File: src/hdl/hfbk_pkg.sv
package hfbk_pkg;

	localparam int KEY_SLOTS_DEF = 6;
	localparam int OUT_SLOTS     = 6;
	localparam int OUT_W         = 8 * (OUT_SLOTS + 1);
	localparam int IN_W          = 64;

	localparam logic [15:0] PAGE_KEYBOARD = 16'h0007;
	localparam logic [15:0] KEY_LOW       = 16'h0004;
	localparam logic [15:0] KEY_HIGH      = 16'h0065;
	localparam logic [15:0] MOD_LOW       = 16'h00E0;
	localparam logic [15:0] MOD_HIGH      = 16'h00E7;

endpackage

File: src/hdl/hid_fields_to_boot_keyboard_report.sv
// Boot-keyboard report builder, one HID field per transaction.
// The last field goes to the input stage register, its snapshot to the output register.
// Throughput: one field per cycle; the output register lets the next field in while a
// snapshot waits, and only a second snapshot blocked behind a stalled one holds the input.
// Reset: arst_n clears the key slots, modifiers and all valid flags at once.
module hid_fields_to_boot_keyboard_report #(
	parameter int KEY_SLOTS = hfbk_pkg::KEY_SLOTS_DEF
) (
	input  logic                       clk,
	input  logic                       arst_n,
	input  logic                       s_axis_tvalid,
	output logic                       s_axis_tready,
	// hid_page [15:0], usage_code [31:16], field_value [63:32]
	input  logic [hfbk_pkg::IN_W-1:0]  s_axis_tdata,
	input  logic                       s_axis_tlast,
	output logic                       m_axis_tvalid,
	input  logic                       m_axis_tready,
	// modifier_bits [7:0], key_slot_0 [15:8] .. key_slot_5 [55:48]
	output logic [hfbk_pkg::OUT_W-1:0] m_axis_tdata
);

	localparam int FILL_W = $clog2(KEY_SLOTS + 1);

	logic                      valid_s1;
	logic [hfbk_pkg::IN_W-1:0] data_s1;
	logic                      last_s1;

	logic [7:0]        mod_q;
	logic [7:0]        store_q [KEY_SLOTS];
	logic [FILL_W-1:0] fill_q;
	logic              seen_q;

	logic [7:0]        mod_nx;
	logic [7:0]        store_nx [KEY_SLOTS];
	logic [FILL_W-1:0] fill_nx;
	logic              seen_nx;

	logic [15:0] page;
	logic [15:0] code;
	logic        nonzero;
	logic        is_kbd;
	logic        is_mod;
	logic        is_key;
	logic        hit;
	logic        emit;
	logic        advance;

	logic                       out_valid_q;
	logic [hfbk_pkg::OUT_W-1:0] out_data_q;
	logic [hfbk_pkg::OUT_W-1:0] snap;

	assign page    = data_s1[15:0];
	assign code    = data_s1[31:16];
	assign nonzero = |data_s1[63:32];
	assign is_kbd  = page == hfbk_pkg::PAGE_KEYBOARD;
	assign is_mod  = is_kbd && code >= hfbk_pkg::MOD_LOW && code <= hfbk_pkg::MOD_HIGH;
	assign is_key  = is_kbd && !is_mod && nonzero
		&& code >= hfbk_pkg::KEY_LOW && code <= hfbk_pkg::KEY_HIGH;

	always_comb begin
		hit     = 1'b0;
		mod_nx  = mod_q;
		fill_nx = fill_q;
		seen_nx = seen_q || is_kbd;
		for (int i = 0; i < KEY_SLOTS; i++) begin
			store_nx[i] = store_q[i];
			if (FILL_W'(i) < fill_q && store_q[i] == code[7:0]) begin
				hit = 1'b1;
			end
		end
		if (is_mod && nonzero) begin
			mod_nx = mod_q | (8'b1 << code[2:0]);
		end
		if (is_key && !hit && fill_q < FILL_W'(KEY_SLOTS)) begin
			for (int i = 0; i < KEY_SLOTS; i++) begin
				if (FILL_W'(i) == fill_q) begin
					store_nx[i] = code[7:0];
				end
			end
			fill_nx = fill_q + FILL_W'(1);
		end
	end

	assign snap[7:0] = mod_nx;
	for (genvar j = 0; j < hfbk_pkg::OUT_SLOTS; j++) begin : g_slot
		if (j < KEY_SLOTS) begin : g_used
			assign snap[8*(j+1) +: 8] = store_nx[j];
		end else begin : g_zero
			assign snap[8*(j+1) +: 8] = 8'h00;
		end
	end

	// hold a snapshot-producing field while the output register is still full
	assign emit          = valid_s1 && last_s1 && seen_nx;
	assign advance       = valid_s1 && (!emit || !out_valid_q || m_axis_tready);
	assign s_axis_tready = !valid_s1 || advance;

	always_ff @(posedge clk or negedge arst_n) begin
		if (!arst_n) begin
			valid_s1 <= 1'b0;
		end else if (s_axis_tready) begin
			valid_s1 <= s_axis_tvalid;
		end
	end

	always_ff @(posedge clk) begin
		if (s_axis_tvalid && s_axis_tready) begin
			data_s1 <= s_axis_tdata;
			last_s1 <= s_axis_tlast;
		end
	end

	always_ff @(posedge clk or negedge arst_n) begin
		if (!arst_n) begin
			mod_q  <= '0;
			fill_q <= '0;
			seen_q <= 1'b0;
			for (int i = 0; i < KEY_SLOTS; i++) begin
				store_q[i] <= '0;
			end
		end else if (advance) begin
			if (last_s1) begin
				mod_q  <= '0;
				fill_q <= '0;
				seen_q <= 1'b0;
				for (int i = 0; i < KEY_SLOTS; i++) begin
					store_q[i] <= '0;
				end
			end else begin
				mod_q  <= mod_nx;
				fill_q <= fill_nx;
				seen_q <= seen_nx;
				for (int i = 0; i < KEY_SLOTS; i++) begin
					store_q[i] <= store_nx[i];
				end
			end
		end
	end

	always_ff @(posedge clk or negedge arst_n) begin
		if (!arst_n) begin
			out_valid_q <= 1'b0;
		end else if (advance && emit) begin
			out_valid_q <= 1'b1;
		end else if (m_axis_tready) begin
			out_valid_q <= 1'b0;
		end
	end

	always_ff @(posedge clk) begin
		if (advance && emit) begin
			out_data_q <= snap;
		end
	end

	assign m_axis_tvalid = out_valid_q;
	assign m_axis_tdata  = out_data_q;

endmodule

File: config.mk
export PLATFORM = sky130hd
export DESIGN_NAME = hid_fields_to_boot_keyboard_report
export DESIGN_NICKNAME = d
export VERILOG_FILES = /design/src/hdl/hfbk_pkg.sv /design/src/hdl/hid_fields_to_boot_keyboard_report.sv
export SDC_FILE = /design/constraint.sdc
export NUM_CORES = 1
export LEC_CHECK = 0
export CORE_UTILIZATION = 35
export DETAILED_ROUTE_END_ITERATION = 8
export DONT_BUFFER_PORTS = 1
export GPL_TIMING_DRIVEN = 1
export RECOVER_POWER = 50
export SKIP_CTS_REPAIR_TIMING = 1
export SYNTH_ARGS = -nofsm -noshare
export SYNTH_HDL_FRONTEND = slang
export SYNTH_SLANG_ARGS = --single-unit
File: constraint.sdc
create_clock -name clk -period 6.12 [get_ports clk]
set_clock_uncertainty 0.1 [all_clocks]
set_input_delay 0.306 -clock clk [delete_from_list [all_inputs] [get_ports clk]]
set_output_delay 0.306 -clock clk [all_outputs]
set_load 0.01 [all_outputs]
======== After elaboration in Yosys (flattened, before gate mapping) ========
Cells that the tools add are included.
operators by class
  add/subtract/negate cells ............... 1
  magnitude comparators ................... 11
  eq/ne operators ......................... 12
  shift-type cells ........................ 1
  mux-type cells .......................... 21
  bitwise operators ....................... 1
  reduce and logical (&&, ||, !) cells .... 34
operator list
  operator               count
  $mux W48               2
  $mux W8                8
  $eq A8 B8 Y1           6
  $reduce_or A32 Y1      1
  $logic_and A1 B1 Y1    20
  $eq A16 B3 Y1 const B  1
  $ge A16 B3 Y1 const B  1
  $ge A16 B8 Y1 const B  1
  $le A16 B7 Y1 const B  1
  $le A16 B8 Y1 const B  1
  $mux W1                9
  $or A8 B8 Y8           1
  $shl A1 B3 Y8 const A  1
  $eq A2 B3 Y1 const A   2
  $eq A3 B3 Y1 const A   2
  $lt A1 B3 Y1 const A   2
  $lt A2 B3 Y1 const A   2
  $lt A3 B3 Y1 const A   2
  $mux W3                2
  $logic_not A1 Y1       5
  $logic_or A1 B1 Y1     4
  $reduce_bool A2 Y1     2
  $add A3 B1 Y3 const B  1
  $eq A1 B3 Y1 const A   1
  other kinds (3)        3
storage, ports and cells
  bits in registers ....................... 183
  input bits .............................. 69
  output and inout bits ................... 58
  logic and storage cells ................. 95

======== Logic depth before layout (Yosys ltp) ========
  word-level depth ........................ 13
  gate-level depth with buffers ........... 10
  depth with buffers taken out ............ 7

======== Worst setup path after synthesis ========
Ideal clock, no wire load.
  kind .................................... register to register
  start ................................... reg data_s1[2] (netlist bit)
  end ..................................... reg data_s1[0] (netlist bit), enable pin
  setup time .............................. 0.496 ns
  arrival time ............................ 3.886 ns
  data required time ...................... 5.524 ns
  setup slack ............................. 1.639 ns
  cell stages (with the launch flop) ...... 7
  buffers on the path ..................... 0
  cell sequence ........................... edfxtp_1 > nor4b_2 > and4_4 > o21a_1 > nand2_1 > nor2_1 > nor2b_1
between the ends
  longest elaborated chain between the ends .. 9
RTL lines
  element                          line                                       RTL
  from (decl)                      hid_fields_to_boot_keyboard_report.sv:25   logic [hfbk_pkg::IN_W-1:0] data_s1;
  from (signal assigned)           hid_fields_to_boot_keyboard_report.sv:108  data_s1 <= s_axis_tdata;
  $eq A16 B3 Y1                    hid_fields_to_boot_keyboard_report.sv:55   assign is_kbd = page == hfbk_pkg::PAGE_KEYBOARD;
  $logic_or A1 B1 Y1               hid_fields_to_boot_keyboard_report.sv:64   seen_nx = seen_q || is_kbd;
  $logic_and A1 B1 Y1              hid_fields_to_boot_keyboard_report.sv:94   assign emit = valid_s1 && last_s1 && seen_nx;
  $logic_not A1 Y1                 hid_fields_to_boot_keyboard_report.sv:95   assign advance = valid_s1 && (!emit || !out_valid_q || m_axis_tready);
  $logic_or A1 B1 Y1 (2 in a row)  hid_fields_to_boot_keyboard_report.sv:95
  $logic_and A1 B1 Y1              hid_fields_to_boot_keyboard_report.sv:95
  $logic_or A1 B1 Y1               hid_fields_to_boot_keyboard_report.sv:96   assign s_axis_tready = !valid_s1 || advance;
  $logic_and A1 B1 Y1              hid_fields_to_boot_keyboard_report.sv:107  if (s_axis_tvalid && s_axis_tready) begin
Every way passes these cells.
A chain may end at the register's enable or synchronous reset.

======== Worst setup path in the final report ========
  start ................................... reg data_s1[14] (netlist bit)
  end ..................................... reg out_data_q (netlist bit m_axis_tdata[44]), enable pin
between the ends
  longest elaborated chain between the ends .. 8
RTL lines
  element                          line                                       RTL
  $eq A16 B3 Y1 (*)                hid_fields_to_boot_keyboard_report.sv:55
  $logic_or A1 B1 Y1 (*)           hid_fields_to_boot_keyboard_report.sv:64
  $logic_and A1 B1 Y1 (*)          hid_fields_to_boot_keyboard_report.sv:94
  $logic_not A1 Y1                 hid_fields_to_boot_keyboard_report.sv:95
  $logic_or A1 B1 Y1 (2 in a row)  hid_fields_to_boot_keyboard_report.sv:95
  $logic_and A1 B1 Y1              hid_fields_to_boot_keyboard_report.sv:95
  $logic_and A1 B1 Y1 (*)          hid_fields_to_boot_keyboard_report.sv:151  if (advance && emit) begin
  to (signal assigned)             hid_fields_to_boot_keyboard_report.sv:152  out_data_q <= snap;
  to (decl)                        hid_fields_to_boot_keyboard_report.sv:49   logic [hfbk_pkg::OUT_W-1:0] out_data_q;
Mark *: on every way between the ends. The rest lies on a longest branch, timed or not.

==> flow_summary_export.csv <==
group,metric,value,unit
synthesis,ys_seq_area_frac,0.6392,
sta,min_period,4.185,ns
outcome,outcome,"finished with violations",
sta,report.final.slew_viol_count,120,
sta,tightestPinTransition,3.614,ns
cts,clockRootBuffer,"clkbuf_16",
cts,clock_sinks,183,
synthesis,ys_async_sr_fraction,0.3388,
synthesis,synth_edf_count,121,
place,portBuffers,0,
global_route,grt_pass1_vias,4879,
global_route,grt_pass1_wl,28840,µm
place,dp_hpwl,11910,µm
job,max-cap-violations,2,
cells_and_area,drive_gt1_frac,0.1467,
setup_path,crit_chain,"nor4bb_1, and4_4, o21a_1, nand2_1, nor2_4, clkbuf_1",
sta,hold_viol,0,
synthesis,synth_flop_cell,"edfxtp_1",
routing,viasPerCell,5.375,
worst_hold_path,hold_start,"m_axis_tready",
setup_path,crit_path_start_kind,"register",
sta,fmax,0.2390,GHz
synthesis,syn_avg_cell_area,13.39,µm²
power_and_ir_drop,irDropWorstVdd,0.0002567,V
global_route,grt.total_usage,0.1620,
cts,cts_tree,"done",
worst_hold_path,hold_end,"m_axis_tvalid",
die,io_pins,127,
die,placementRows,55,
die,die_area,23790,µm²
cts,cts_made_buffers,17,
routing,wirelength,19640,µm
die,die_h,154.2,µm
sta,fin_crit_sh,0.6838,
sta,setup_tns,0,ns
synthesis,synth_cell_types,60,
place,place_ws,2.646,ns
setup_path,cp_max_fo,56,
routing,vias,5160,
setup_path,worstPathRequired,6.00,ns
setup_path,r2r_cells,6,
cells_and_area,areaGrowthSynthToFinish,19.25,%
cts,clock_latency,0.44,ns
setup_path,cp-end-kind,"register",
synthesis,ys_seq_elements,183,
global_route,grt.overflow.total,0,
worst_hold_path,min_path_type,"input port to register",
synthesis,syn_area,8112,µm²
place,dpl_cell_area,8382,µm²
cells_and_area,final_area,9673,µm²
routing,ant_nets,0,
cells_and_area,final_nets,734,
sta,setup_slack,1.935,ns
setup_path,cp.arrival,4.07,ns
cts,htreeDepth,4,
routing,drt-initial-drc-count,376,
sta,rsz0062_at_grt,"no",
setup_path,cpMaxStageDelayCell,"clkbuf_1",
synthesis,syn-num-nets,678,
die,core_area,22710,µm²
routing,wl_per_cell,20.46,µm
power_and_ir_drop,cellPowerDensity,301.6,nW/µm²
synthesis,yosysTopAreaCellShare,0.4479,
place,gp_congestion,0.8576,
setup_path,r2r_slack,1.94,ns
global_route,antenna_found_initial,0,
worst_hold_path,holdPathStages,2,
setup_path,r2r_start,"data_s1[14]",
setup_path,crit_path_max_incr_delay,2.22,ns
setup_path,critPathKind,"register to register",
power_and_ir_drop,p_leak,3.759,nW
sta,setup_violations,0,
synthesis,yosys-top-cells-area,"edfxtp_1 (45%), dfrtp_1 (19%), mux2_2 (5.4%), xor2_1 (4.1%), nand2_1 (1.9%)",
sta,max_slew_margin,-1.409,
cts,clockBufferDepth,2,
global_route,grt_max_degree,63,
setup_path,r2r_end,"m_axis_tdata[44]",
cts,clk_pin_slew_worst_paths,0.07,ns
die,initial_core_util,0.3572,
synthesis,synth_area_leader_cell,"edfxtp_1",
synthesis,yosysWarnings,0,
synthesis,synthCells,606,
die,die_w,154.2,µm
outcome,violations,"max-capacitance violations, max-slew violations",
cells_and_area,antenna_cells,0,
routing,drc_errors,0,
routing,first_pass_iters,7,
report_power, final:
group	leakage (nW)	switching (W)	internal (W)
sequential	2.00	0.0000834	0.00141
combinational	1.45	0.000139	0.000122
clock	0.310	0.000536	0.000630
cell type report:
class / count / area (µm²)
Fill cell: 2062 / 13040
Clock inverter: 15 / 209.0
Timing Repair Buffer: 79 / 753.2
Sequential cell: 183 / 5185
Tap cell: 285 / 356.6
Multi-Input combinational cell: 368 / 2695
Clock buffer: 17 / 425.4
Inverter: 13 / 48.80
layer usage:
layer  track usage  vias up  share of wire
li1              -     2377              -
met1        0.2066     2561           0.44
met2        0.2595      198           0.48
met3       0.05716       24          0.058
met4       0.04714        0          0.016
met5             0        -              0
registers in the layout (all words and copies together) (netlist names):
register / cells
seen_q: 1
m_axis_tvalid: 1
mod_q: 8
data_s1: 64
last_s1: 1
store_q: 48
fill_q: 3
m_axis_tdata: 56
valid_s1: 1
synth_stat cells, types with 4 or more instances:
cell / number
edfxtp_1: 121
dfrtp_1: 62
nand2_1: 42
mux2_2: 39
xor2_1: 38
o21ai_0: 26
clkbuf_1: 23
and2_1: 21
nor4_1: 21
nor2_1: 19
mux2i_1: 14
a21oi_1: 13
buf_2: 13
inv_1: 12
and3_1: 11
nor2b_1: 10
a221o_1: 8
nor3b_1: 8
o21ai_1: 8
a32oi_1: 7
nand4_1: 6
nand3_1: 5
nor3_1: 5
a211o_1: 4
a311oi_1: 4
a31o_2: 4
a41oi_1: 4
and4_1: 4
o21a_1: 4
cells by family after synthesis:
family | synth area share
flops | 0.6392
simple gates | 0.1149
fa+ha+maj | 0.004628
buf+inv | 0.03162
compound gates | 0.09316
xor+xnor | 0.04319
mux | 0.07327
metrics by stage:
step / hold slack (ns) / utilization / power, W / std cells
6_report: 0.06180 / 0.4260 / 0.002918 / 960
3_3_place_gp: -0.08715 / 0.3691 / 0.001719 / 860
5_1_grt: 0.06308 / 0.4260 / 0.003030 / 960
2_1_floorplan: -0.08959 / - / 0.001654 / 606
4_1_cts: -0.5613 / 0.3970 / 0.002881 / 892
3_5_place_dp: -0.08708 / 0.3691 / 0.001728 / 860
worst max-delay path by stage:
| stage | endpoint | from | slack, ns | cells past startpoint |
|---|---|---|---|---|
| after floorplan | data_s1[0] | data_s1[2] | 1.64 | 6 |
| after global placement | m_axis_tdata[43] | data_s1[5] | 2.70 | 7 |
| after detailed placement | m_axis_tdata[43] | data_s1[20] | 2.65 | 6 |
| after CTS | m_axis_tdata[43] | data_s1[20] | 2.61 | 6 |
| after global routing | m_axis_tdata[43] | data_s1[11] | 1.50 | 6 |
| final | m_axis_tdata[44] | data_s1[14] | 1.94 | 6 |
placed cells by master (no fill, tap or decap), types with 4 or more instances in the layout:
cell type	instances
edfxtp_1	121
dlygate4sd3_1	67
dfrtp_1	62
nand2_1	42
mux2_2	39
xor2_1	38
o21ai_0	26
and2_1	21
nor4_1	19
nor2_1	18
clkbuf_16	17
mux2i_1	14
a21oi_1	13
inv_1	12
and3_1	11
nor2b_1	10
buf_4	10
nor3b_1	8
a221o_1	8
o21ai_1	7
a32oi_1	7
nand4_1	6
nor3_1	5
nand3_1	5
inv_8	5
a31o_2	4
o21a_1	4
a311oi_1	4
and4_1	4
a211o_1	4
a41oi_1	4
critical path: cells and delay by family, from the launching register on:
kind / cells / cell delay [ns]
buffers and inverters: 1 / 2.22
and+or+nand+nor: 4 / 0.83
DFF: 1 / 0.41
AOI/OAI and AO/OA: 1 / 0.13
(Power assumes the default switching activity.)
